`src/rtl/assert_macros.svh`:
```
// Assertion macros shared by the RTL of the bounded deque bag unit.
// Expects a clock named clk and an active-low reset named rst_n in scope.
`ifndef ASSERT_MACROS_SVH
`define ASSERT_MACROS_SVH

// Check a property on every rising clock edge outside reset.
`define ASSERT_CLK(label, prop, msg) \
    label: assert property (@(posedge clk) disable iff (!rst_n) prop) else $error(msg);

// Check that an expression never holds outside reset.
`define ASSERT_NEVER(label, expr, msg) \
    label: assert property (@(posedge clk) disable iff (!rst_n) !(expr)) else $error(msg);

`endif

```
`src/rtl/bdq_pkg.sv`:
```
// Package of the bounded deque bag unit: transaction structs, command and
// status codes, sequencer states. No dependencies.
package bdq_pkg;

    localparam int DATA_W      = 32;
    localparam int CMD_W       = 3;
    localparam int STATUS_W    = 2;
    localparam int COUNT_OUT_W = 5;

    localparam logic [CMD_W-1:0] CMD_PUSH_FRONT = 3'd0;
    localparam logic [CMD_W-1:0] CMD_PUSH_BACK  = 3'd1;
    localparam logic [CMD_W-1:0] CMD_POP_FRONT  = 3'd2;
    localparam logic [CMD_W-1:0] CMD_POP_BACK   = 3'd3;
    localparam logic [CMD_W-1:0] CMD_CONTAINS   = 3'd4;
    localparam logic [CMD_W-1:0] CMD_REMOVE     = 3'd5;
    localparam logic [CMD_W-1:0] CMD_QUERY      = 3'd6;

    localparam logic [STATUS_W-1:0] STATUS_OK    = 2'd0;
    localparam logic [STATUS_W-1:0] STATUS_FULL  = 2'd1;
    localparam logic [STATUS_W-1:0] STATUS_EMPTY = 2'd2;

    typedef struct packed {
        logic [CMD_W-1:0]         cmd;
        logic signed [DATA_W-1:0] item_value;
    } in_t;

    typedef struct packed {
        logic signed [DATA_W-1:0] front_value;
        logic signed [DATA_W-1:0] back_value;
        logic [COUNT_OUT_W-1:0]   entry_count;
        logic                     empty_flag;
        logic                     found_flag;
        logic [STATUS_W-1:0]      status;
    } out_t;

    typedef struct packed {
        logic idle;
        logic done;
    } core_stat_t;

    typedef enum logic [2:0] {
        ST_IDLE,
        ST_EXEC,
        ST_SEARCH,
        ST_SHIFT,
        ST_RD_FRONT,
        ST_RD_BACK,
        ST_RD_LAST,
        ST_DONE
    } seq_state_t;

endpackage

```
`src/rtl/bdq_ram.sv`:
```
// Generic single-write, single-read RAM with registered read data.
// No dependencies.
module bdq_ram #(
    parameter int WIDTH = 32,
    parameter int DEPTH = 16
)
(
    input  logic                                         clk,
    input  logic                                         wr_en,
    input  logic [((DEPTH > 1) ? $clog2(DEPTH) : 1)-1:0] wr_addr,
    input  logic [WIDTH-1:0]                             wr_data,
    input  logic                                         rd_en,
    input  logic [((DEPTH > 1) ? $clog2(DEPTH) : 1)-1:0] rd_addr,
    output logic [WIDTH-1:0]                             rd_data
);

    logic [WIDTH-1:0] mem [DEPTH];

    always_ff @(posedge clk)
    begin
        if (wr_en)
        begin
            mem[wr_addr] <= wr_data;
        end
    end

    always_ff @(posedge clk)
    begin
        if (rd_en)
        begin
            rd_data <= mem[rd_addr];
        end
    end

endmodule

```
`src/rtl/bdq_core.sv`:
```
// Sequencer and datapath of the bounded deque bag: circular store pointers,
// one-entry-per-cycle search and gap closing, front/back refresh.
// Depends on bdq_pkg, bdq_ram and assert_macros.svh.
`include "assert_macros.svh"

module bdq_core
    import bdq_pkg::*;
#(
    parameter int DEPTH = 16
)
(
    input  logic       clk,
    input  logic       rst_n,
    input  logic       start,
    input  in_t        in_item,
    input  logic       take,
    output core_stat_t stat,
    output out_t       result
);

    localparam int AW = (DEPTH > 1) ? $clog2(DEPTH) : 1;
    localparam int CW = $clog2(DEPTH + 1);
    localparam logic [CW-1:0] FULL_COUNT = CW'(DEPTH);
    localparam logic [AW-1:0] LAST_SLOT  = AW'(DEPTH - 1);

    function automatic logic [AW-1:0] slot_of(input logic [AW-1:0] head,
                                              input logic [CW-1:0] pos);
        logic [CW:0] sum;
        sum = {{(CW + 1 - AW){1'b0}}, head} + {1'b0, pos};
        if (sum >= (CW + 1)'(DEPTH))
        begin
            sum = sum - (CW + 1)'(DEPTH);
        end
        return sum[AW-1:0];
    endfunction

    seq_state_t               state_reg, state_next;
    logic [AW-1:0]            head_reg, head_next;
    logic [CW-1:0]            count_reg, count_next;
    logic [CW-1:0]            rd_pos_reg, rd_pos_next;
    logic                     chk_valid_reg, chk_valid_next;
    logic [CMD_W-1:0]         cmd_reg, cmd_next;
    logic [DATA_W-1:0]        val_reg, val_next;
    logic                     found_reg, found_next;
    logic [STATUS_W-1:0]      status_reg, status_next;
    logic signed [DATA_W-1:0] front_reg, front_next;
    logic signed [DATA_W-1:0] back_reg, back_next;

    logic              ram_we;
    logic [AW-1:0]     ram_waddr;
    logic [DATA_W-1:0] ram_wdata;
    logic              ram_re;
    logic [AW-1:0]     ram_raddr;
    logic [DATA_W-1:0] ram_rdata;

    logic              is_full;
    logic              is_empty;
    logic              is_search;
    logic              match;
    logic              more_rd;
    logic [AW-1:0]     head_dec;
    logic [AW-1:0]     head_inc;
    logic [CW+COUNT_OUT_W-1:0] count_ext;

    assign is_full   = (count_reg >= FULL_COUNT);
    assign is_empty  = (count_reg == '0);
    assign is_search = (cmd_reg == CMD_CONTAINS) || (cmd_reg == CMD_REMOVE);
    assign match     = chk_valid_reg && (ram_rdata == val_reg);
    assign more_rd   = (rd_pos_reg < count_reg);
    assign head_dec  = (head_reg == '0) ? LAST_SLOT : head_reg - AW'(1);
    assign head_inc  = (head_reg == LAST_SLOT) ? '0 : head_reg + AW'(1);

    bdq_ram #(
        .WIDTH (DATA_W),
        .DEPTH (DEPTH)
    ) u_store (
        .clk     (clk),
        .wr_en   (ram_we),
        .wr_addr (ram_waddr),
        .wr_data (ram_wdata),
        .rd_en   (ram_re),
        .rd_addr (ram_raddr),
        .rd_data (ram_rdata)
    );

    always_comb
    begin
        state_next = state_reg;
        unique case (state_reg)
            ST_IDLE:
            begin
                if (start)
                begin
                    state_next = ST_EXEC;
                end
            end
            ST_EXEC:
            begin
                if (is_search && !is_empty)
                begin
                    state_next = ST_SEARCH;
                end
                else
                begin
                    state_next = ST_RD_FRONT;
                end
            end
            ST_SEARCH:
            begin
                if (match)
                begin
                    state_next = (cmd_reg == CMD_REMOVE) ? ST_SHIFT : ST_RD_FRONT;
                end
                else if (!more_rd)
                begin
                    state_next = ST_RD_FRONT;
                end
            end
            ST_SHIFT:
            begin
                if (!more_rd && !chk_valid_reg)
                begin
                    state_next = ST_RD_FRONT;
                end
            end
            ST_RD_FRONT:
            begin
                state_next = is_empty ? ST_DONE : ST_RD_BACK;
            end
            ST_RD_BACK:
            begin
                state_next = ST_RD_LAST;
            end
            ST_RD_LAST:
            begin
                state_next = ST_DONE;
            end
            ST_DONE:
            begin
                if (take)
                begin
                    state_next = ST_IDLE;
                end
            end
            default:
            begin
                state_next = ST_IDLE;
            end
        endcase
    end

    always_comb
    begin
        head_next      = head_reg;
        count_next     = count_reg;
        rd_pos_next    = rd_pos_reg;
        chk_valid_next = chk_valid_reg;
        cmd_next       = cmd_reg;
        val_next       = val_reg;
        found_next     = found_reg;
        status_next    = status_reg;
        front_next     = front_reg;
        back_next      = back_reg;
        ram_we         = 1'b0;
        ram_waddr      = head_reg;
        ram_wdata      = val_reg;
        ram_re         = 1'b0;
        ram_raddr      = head_reg;

        unique case (state_reg)
            ST_IDLE:
            begin
                if (start)
                begin
                    cmd_next    = in_item.cmd;
                    val_next    = in_item.item_value;
                    found_next  = 1'b0;
                    status_next = STATUS_OK;
                end
            end
            ST_EXEC:
            begin
                rd_pos_next    = '0;
                chk_valid_next = 1'b0;
                case (cmd_reg) inside
                    CMD_PUSH_FRONT:
                    begin
                        if (is_full)
                        begin
                            status_next = STATUS_FULL;
                        end
                        else
                        begin
                            head_next  = head_dec;
                            ram_we     = 1'b1;
                            ram_waddr  = head_dec;
                            count_next = count_reg + CW'(1);
                        end
                    end
                    CMD_PUSH_BACK:
                    begin
                        if (is_full)
                        begin
                            status_next = STATUS_FULL;
                        end
                        else
                        begin
                            ram_we     = 1'b1;
                            ram_waddr  = slot_of(head_reg, count_reg);
                            count_next = count_reg + CW'(1);
                        end
                    end
                    CMD_POP_FRONT:
                    begin
                        if (is_empty)
                        begin
                            status_next = STATUS_EMPTY;
                        end
                        else
                        begin
                            head_next  = head_inc;
                            count_next = count_reg - CW'(1);
                        end
                    end
                    CMD_POP_BACK:
                    begin
                        if (is_empty)
                        begin
                            status_next = STATUS_EMPTY;
                        end
                        else
                        begin
                            count_next = count_reg - CW'(1);
                        end
                    end
                    default:
                    begin
                    end
                endcase
            end
            ST_SEARCH:
            begin
                if (match)
                begin
                    found_next     = 1'b1;
                    chk_valid_next = 1'b0;
                end
                else if (more_rd)
                begin
                    ram_re         = 1'b1;
                    ram_raddr      = slot_of(head_reg, rd_pos_reg);
                    rd_pos_next    = rd_pos_reg + CW'(1);
                    chk_valid_next = 1'b1;
                end
                else
                begin
                    chk_valid_next = 1'b0;
                end
            end
            ST_SHIFT:
            begin
                // move the entry read last cycle up by one position
                if (chk_valid_reg)
                begin
                    ram_we    = 1'b1;
                    ram_waddr = slot_of(head_reg, rd_pos_reg - CW'(2));
                    ram_wdata = ram_rdata;
                end
                if (more_rd)
                begin
                    ram_re         = 1'b1;
                    ram_raddr      = slot_of(head_reg, rd_pos_reg);
                    rd_pos_next    = rd_pos_reg + CW'(1);
                    chk_valid_next = 1'b1;
                end
                else
                begin
                    chk_valid_next = 1'b0;
                    if (!chk_valid_reg)
                    begin
                        count_next = count_reg - CW'(1);
                    end
                end
            end
            ST_RD_FRONT:
            begin
                if (is_empty)
                begin
                    front_next = '0;
                    back_next  = '0;
                end
                else
                begin
                    ram_re    = 1'b1;
                    ram_raddr = head_reg;
                end
            end
            ST_RD_BACK:
            begin
                ram_re     = 1'b1;
                ram_raddr  = slot_of(head_reg, count_reg - CW'(1));
                front_next = ram_rdata;
            end
            ST_RD_LAST:
            begin
                back_next = ram_rdata;
            end
            ST_DONE:
            begin
            end
            default:
            begin
            end
        endcase
    end

    always_ff @(posedge clk or negedge rst_n)
    begin
        if (!rst_n)
        begin
            state_reg     <= ST_IDLE;
            head_reg      <= '0;
            count_reg     <= '0;
            chk_valid_reg <= 1'b0;
        end
        else
        begin
            state_reg     <= state_next;
            head_reg      <= head_next;
            count_reg     <= count_next;
            chk_valid_reg <= chk_valid_next;
        end
    end

    always_ff @(posedge clk)
    begin
        rd_pos_reg <= rd_pos_next;
        cmd_reg    <= cmd_next;
        val_reg    <= val_next;
        found_reg  <= found_next;
        status_reg <= status_next;
        front_reg  <= front_next;
        back_reg   <= back_next;
    end

    assign count_ext = {{COUNT_OUT_W{1'b0}}, count_reg};

    assign stat.idle = (state_reg == ST_IDLE);
    assign stat.done = (state_reg == ST_DONE);

    assign result.front_value = front_reg;
    assign result.back_value  = back_reg;
    assign result.entry_count = count_ext[COUNT_OUT_W-1:0];
    assign result.empty_flag  = is_empty;
    assign result.found_flag  = found_reg;
    assign result.status      = status_reg;

    `ASSERT_CLK(a_count_bound, count_reg <= FULL_COUNT, "stored count exceeds depth")
    `ASSERT_CLK(a_start_idle, start |-> (state_reg == ST_IDLE), "transaction started while busy")
    `ASSERT_CLK(a_empty_zero, ((state_reg == ST_DONE) && is_empty) |-> ((front_reg == '0) && (back_reg == '0)), "empty result with nonzero ends")
    `ASSERT_NEVER(a_refuse_found, (state_reg == ST_DONE) && (status_reg != STATUS_OK) && found_reg, "refused command reports a match")

endmodule

```
`src/rtl/bounded_deque_bag_unit.sv`:
```
// Bounded deque bag unit: up to DEPTH signed 32-bit values kept in order.
// Channel in: in_valid/in_ready carry one command transaction (in_t).
// Channel out: out_valid/out_ready carry one result transaction (out_t).
// Every command gives exactly one result: front and back values, entry
// count, empty flag, found flag and status after the command.
// Push when full or pop when empty changes nothing and reports it in status.
// One command is in work at a time; in_ready is low while it runs.
// Contains compares one stored entry per cycle against the registered
// read of the store. Remove searches the same way and, on a match,
// moves the later entries up one position to close the gap. When the
// store is empty after the command, the front and back values are
// reported as zero without reading the store. The store has a single
// read port. in_ready returns in the same cycle that the result
// appears on out_valid.
// The next command is taken while a finished result waits in the output
// register; if the receiver stalls, the following result waits inside.
// Reset clears the pointers and count: the unit comes up empty and ready.
module bounded_deque_bag_unit
    import bdq_pkg::*;
#(
    parameter int DEPTH = 16
)
(
    input  logic clk,
    input  logic rst_n,
    input  logic in_valid,
    output logic in_ready,
    input  in_t  in_data,
    output logic out_valid,
    input  logic out_ready,
    output out_t out_data
);

    core_stat_t stat;
    out_t       result;
    logic       start;
    logic       take;
    logic       out_valid_reg, out_valid_next;
    out_t       out_data_reg;

    assign in_ready = stat.idle;
    assign start    = in_valid && in_ready;
    assign take     = stat.done && (!out_valid_reg || out_ready);

    bdq_core #(
        .DEPTH (DEPTH)
    ) u_core (
        .clk     (clk),
        .rst_n   (rst_n),
        .start   (start),
        .in_item (in_data),
        .take    (take),
        .stat    (stat),
        .result  (result)
    );

    always_comb
    begin
        out_valid_next = out_valid_reg;
        if (take)
        begin
            out_valid_next = 1'b1;
        end
        else if (out_ready)
        begin
            out_valid_next = 1'b0;
        end
    end

    always_ff @(posedge clk or negedge rst_n)
    begin
        if (!rst_n)
        begin
            out_valid_reg <= 1'b0;
        end
        else
        begin
            out_valid_reg <= out_valid_next;
        end
    end

    always_ff @(posedge clk)
    begin
        if (take)
        begin
            out_data_reg <= result;
        end
    end

    assign out_valid = out_valid_reg;
    assign out_data  = out_data_reg;

endmodule
```
`config.mk`:
```
export PLATFORM = sky130hd
export DESIGN_NAME = bounded_deque_bag_unit
export DESIGN_NICKNAME = d
export VERILOG_FILES = /design/src/rtl/bdq_pkg.sv /design/src/rtl/bdq_ram.sv /design/src/rtl/bdq_core.sv /design/src/rtl/bounded_deque_bag_unit.sv
export VERILOG_INCLUDE_DIRS = /design/src /design/src/rtl
export SDC_FILE = /design/constraint.sdc
export NUM_CORES = 1
export LEC_CHECK = 0
export BUFFER_PORTS_ARGS = -buffer_cell sky130_fd_sc_hd__buf_2
export CORE_MARGIN = 1
export CORE_UTILIZATION = 31
export DETAILED_ROUTE_END_ITERATION = 8
export PLACE_DENSITY_LB_ADDON = 0.2
export SETUP_SLACK_MARGIN = 0.2
export SYNTH_ARGS = -nofsm -noshare
export SYNTH_HDL_FRONTEND = slang
export SYNTH_SLANG_ARGS = --single-unit
```
`constraint.sdc`:
```
create_clock -name clk -period 9.9 [get_ports clk]
set_input_delay 2.97 -clock clk [delete_from_list [all_inputs] [get_ports clk]]
set_output_delay 2.97 -clock clk [all_outputs]
set_load 0.01 [all_outputs]
```
==> results.yml, run 1 <==
status:
  status: "complete, but fails checks"
  violations: "DRC"
global_routing:
  track_usage: 0.1744
  grt_pass1_wl_um: 125600
  grt_max_degree: 117
  antenna_found_initial: 1
  grt_pass1_vias: 17500
  grt_overflow: 0
sta:
  slew_headroom: 0.1575
  fmax_ghz: 0.1803
  worst_slew_pin_slew_ns: 1.264
  tns_ns: 0
  fin_crit_ns: 5.545
  skew_ns: 0.02213
  setup_viol: 0
  rsz0062_at_grt: "false"
  holdWs_ns: 0.4136
  period_share: 0.5601
  finalHoldViolations: 0
  drv_slew: 0
detailed_routing:
  drt-total-wl_um: 86780
  first_pass_iters: 8
  avgRoutedWirePerCell_um: 25.67
  vias: 17660
  route.detailed.drc: 21
  ant_nets: 0
  via_per_inst: 5.224
  drt_iter0_markers: 1652
synth:
  synth.yosys.seq_area_share: 0.7265
  synth_area_leaders: "edfxtp_1 71%, mux2_2 3.4%, o211ai_1 3.1%"
  ys_async_sr_fraction: 0.01897
  synth-seq-cells: 738
  synth_top_area_share: 0.7150
  synth_nets: 2009
  yosysTopAreaCell: "edfxtp_1"
  syn_inst: 1944
  syn-cell-area_um2: 30410
  syn_area_per_cell_um2: 15.64
  synthFlopType: "edfxtp_1"
  ys_types: 62
  yosys_warnings: 0
  synth_edf_count: 724
cells_and_area:
  drive_gt1_frac: 0.1887
  fillers: 9204
  n_antenna_cell: 0
  ff_latch_area_um2: 22090
  largest_register_ffs: 512
  area_growth_pct: 15.00
  fin_util: 0.3605
  mostFrequentLayoutCell: "edfxtp_1"
  most-common-layout-cells: "724 x edfxtp_1, 125 x o211ai_1, 113 x buf_2, 93 x mux2_2, 85 x inv_1"
  multi_input_area_um2: 7646
  nets: 2111
clock_tree:
  clk_latency_ns: 0.65
  cts-hold-fix-buffers: 0
  cts_root_buffer: "clkbuf_16"
  cts_tree: "built"
  clockBufferDepth: 3
  clock_sinks: 738
  cts_buffers: 77
  htree_levels: 3
  clkSlewWorstSetupHoldPaths_ns: 0.06
  cts_setup_buffers: 0
  ctsResizeCount: 0
critical_path:
  end_kind: "flop"
  arrival_ns: 5.93
  rrSetupSlack_ns: 4.35
  worstRegToRegCells: 11
  worstReg2RegStart: "u_core.u_store.rd_data[28]"
  cp.required_ns: 10.29
  startpoint_type: "flop"
  r2r_end: "u_core.u_store.rd_data[15]"
  worstSetupPathType: "flop to flop"
  critPathMaxFanout: 116
min_path:
  hold_start: "u_core.front_reg[3]"
  hp-class: "flop to flop"
  holdPathEnd: "out_data[44]"
  hold_depth: 0
placed_design:
  globalplace.congestion: 0.8191
  hpwlAfterDp_um: 50070
  port_buffers: 113
floorplanning:
  die-area_um2: 99350
  die_x_um: 315.2
  die_y_um: 315.2
  io_pins: 114
  fp.coreArea_um2: 96990
  rows: 114
  initial_utilization: 0.3135
power:
  pwr_density_cell_nw_per_um2: 331.5
  p_total_w: 0.01159
  leakagePower_nw: 11.46
  vdd_drop_max_v: 0.0002989
run:
  drv_cap: 0
-- area by class of cell --
class | count | share of cell area
clock inverter | 42 | 0.01145
sequential | 738 | 0.6317
tap | 1276 | 0.04565
clock buffer | 95 | 0.05732
timing repair buffer | 156 | 0.02576
inverter | 88 | 0.009446
multi-input combinational | 985 | 0.2186
-- synth_stat cells (all sizes together), types with 5 or more instances --
master   instances
nand4b          31
o22ai           36
and4b           31
o21ai           57
inv             86
a21oi           26
o2111ai          5
mux2            93
nand2           39
ha              22
nor4             6
dfrtp           14
nand2b           6
nor2            54
xor2            15
mux2i           67
buf             34
edfxtp         724
clkbuf          99
and2            67
nand3           19
a31oi           67
nand4           13
a211oi          66
a21o             6
xnor2           36
or3             35
and3             6
o211ai         125
nor3            14
-- critical path: stages (launching register included) --
cell and delay [ns]:
edfxtp_1 0.60, xnor2_1 0.42, nand4_1 0.25, nor4_2 0.44, nand3_1 0.24, nand4_1 0.17
buf_4 0.54, and3_4 1.11, buf_12 0.60, mux2_2 0.40, o22ai_1 0.14, and4b_1 0.20
-- where the power goes --
| part | internal [W] | switching, W |
|---|---|---|
| registers | 0.00407 | 0.000325 |
| logic | 0.00146 | 0.00292 |
| clock network | 0.00158 | 0.00124 |
-- kinds of logic after synthesis --
group                      share of synthesized area
adders and majority gates                    0.01169
muxes                                        0.05649
DFF                                           0.7265
and+or+nand+nor                              0.06987
AOI/OAI and AO/OA                            0.09069
buffers and inverters                        0.03008
xor gates and xnor gates                     0.01469
-- how the worst max path moves through the flow --
stage / startpoint / to / depth (start not counted)
2_1_floorplan: out_ready / out_data[0] / 2
3_3_place_gp: u_core.u_store.rd_data[28] / u_core.u_store.rd_data[29] / 11
3_5_place_dp: u_core.u_store.rd_data[28] / u_core.u_store.rd_data[29] / 11
4_1_cts: u_core.u_store.rd_data[28] / u_core.u_store.rd_data[29] / 11
5_1_grt: u_core.u_store.rd_data[28] / u_core.u_store.rd_data[29] / 11
6_report: u_core.u_store.rd_data[28] / u_core.u_store.rd_data[15] / 11
-- through the flow --
| step | cells | cell area (um^2) | worst slack (ns) |
|---|---|---|---|
| after detailed placement | 3243 | 32570 | 4.344 |
| after CTS | 3380 | 34970 | 4.322 |
| after global placement | 3243 | 32570 | 4.329 |
| final | 3380 | 34970 | 4.355 |
| after global routing | 3380 | 34970 | 4.064 |
| after floorplan | 1944 | 30410 | 3.327 |
-- layer usage --
layer,vias up,GRT usage,share of wire
met1,9088,0.2432,0.45
met4,0,0.05527,0.025
met3,141,0.02191,0.055
li1,7828,-,-
met5,-,0,0
met2,601,0.2818,0.47
(Power assumes the default switching activity.)
==> run 2, diff against run 1 <==
clock period = 5.2 ns   (was 9.9 ns; I/O delays follow)
==> run 2 against run 1 <==
The flow still finishes with violations (DRC). Worst setup slack lost 3.7 ns. Final cell count rose by 0.86%. Combinational power rose by 95%. Critical endpoint is now u_core.u_store.rd_data[14].
==> results.yml, run 2 (synthesized netlist as in run 1, its figures left out) <==
status:
  status: "complete, but fails checks"
  violations: "DRC"
cells_and_area:
  area_growth_pct: 16.94
  layout.cells.non_filler: 3409
  mostFrequentLayoutCell: "edfxtp_1"
  drive_gt1_frac: 0.2008
  largest_register_ffs: 512
  most-common-layout-cells: "724 x edfxtp_1, 125 x o211ai_1, 113 x buf_2, 93 x mux2_2, 85 x inv_1"
  fin_util: 0.3666
  fillers: 9151
  nets: 2132
min_path:
  hp-class: "flop to flop"
  hold_start: "u_core.back_reg[23]"
  holdPathEnd: "out_data[32]"
  hold_depth: 0
floorplanning:
  die_x_um: 315.2
  die_y_um: 315.2
  initial_utilization: 0.3135
  rows: 114
  fp.coreArea_um2: 96990
  io_pins: 114
  die-area_um2: 99350
critical_path:
  arrival_ns: 4.93
  worstSetupPathType: "flop to flop"
  end_kind: "flop"
  r2r_end: "u_core.u_store.rd_data[14]"
  cp.required_ns: 5.57
  rrSetupSlack_ns: 0.64
  startpoint_type: "flop"
  worstRegToRegCells: 12
  critPathMaxFanout: 76
  worstReg2RegStart: "u_core.count_reg[4]"
sta:
  finalHoldViolations: 0
  period_share: 0.8769
  tns_ns: 0
  rsz0062_at_grt: "false"
  drv_slew: 0
  setup_viol: 0
  worst_slew_pin_slew_ns: 0.9169
  slew_headroom: 0.3887
  fin_crit_ns: 4.560
  skew_ns: 0.04050
  fmax_ghz: 0.2193
clock_tree:
  clockBufferDepth: 3
  clk_latency_ns: 0.65
  htree_levels: 3
  cts_tree: "built"
  clkSlewWorstSetupHoldPaths_ns: 0.06
  ctsResizeCount: 0
  cts-hold-fix-buffers: 0
  cts_root_buffer: "clkbuf_16"
  cts_buffers: 78
  cts_setup_buffers: 0
  clock_sinks: 738
global_routing:
  track_usage: 0.1703
  grt_pass1_vias: 17480
  grt_max_degree: 97
  grt_pass1_wl_um: 123200
  antenna_found_initial: 4
  grt_overflow: 0
detailed_routing:
  vias: 17610
  drt_iter0_markers: 1674
  via_per_inst: 5.165
  avgRoutedWirePerCell_um: 24.85
  first_pass_iters: 9
  ant_nets: 0
  drt-total-wl_um: 84710
  route.detailed.drc: 22
power:
  pwr_density_cell_nw_per_um2: 633.0
  leakagePower_nw: 11.73
  vdd_drop_max_v: 0.0005179
placed_design:
  port_buffers: 113
  dp.cells: 3263
  hpwlAfterDp_um: 50780
  globalplace.congestion: 0.8122
run:
  drv_cap: 0
[run 2: how the worst max path moves through the flow]
stage                                      end  depth (start not counted)  slack, ns                start
detailed placement  u_core.u_store.rd_data[14]                         12       0.62  u_core.count_reg[4]
global route        u_core.u_store.rd_data[14]                         12       0.33  u_core.count_reg[4]
floorplan                  u_core.front_reg[0]                          6       1.19  u_core.count_reg[1]
CTS                 u_core.u_store.rd_data[14]                         12       0.60  u_core.count_reg[4]
global placement    u_core.u_store.rd_data[14]                         12       0.64  u_core.count_reg[4]
finish              u_core.u_store.rd_data[14]                         12       0.64  u_core.count_reg[4]
[run 2: where the power goes]
part / switching (W) / leakage (nW) / internal [W]
clock: 0.00240 / 1.27 / 0.00326
sequential: 0.000581 / 6.75 / 0.00775
combinational: 0.00550 / 3.71 / 0.00303
total: 0.00848 / 11.7 / 0.0140
[run 2: per-layer routing]
layer | track usage | wire, um
met5 | 0 | 0
met4 | 0.05704 | 2144
met3 | 0.02585 | 4805
met2 | 0.2787 | 40290
met1 | 0.2304 | 37460
[run 2: area by class of cell]
type,instances,area [um^2],share of cell area
inverter,88,330.3,0.009289
clock buffer,91,2011,0.05654
tap,1276,1597,0.04490
sequential,738,22090,0.6212
antenna,1,2.502,0.00007037
timing repair buffer,176,1301,0.03659
multi-input combinational,985,7631,0.2146
clock inverter,54,596.8,0.01678
[run 2: metrics by stage]
stage	setup slack, ns	power [W]	hold WS, ns	area (um^2)
CTS	0.6024	0.02270	0.4029	35560
floorplan	1.188	0.01370	0.4003	30410
global placement	0.6350	0.01696	0.4031	32950
finish	0.6403	0.02251	0.3987	35560
global route	0.3304	0.02360	0.4084	35560
detailed placement	0.6228	0.01701	0.4045	32950
[run 2: worst max-delay path: stages, from the launching register on]
cell     delay, ns
dfrtp_1       0.67
inv_1         0.27
ha_1          0.36
a21o_1        0.16
a31oi_1       0.51
buf_4         0.32
mux2i_1       0.14
nand2_4       0.11
and3_4        0.47
buf_12        0.39
mux2_2        0.40
o22ai_1       0.12
and4b_1       0.26
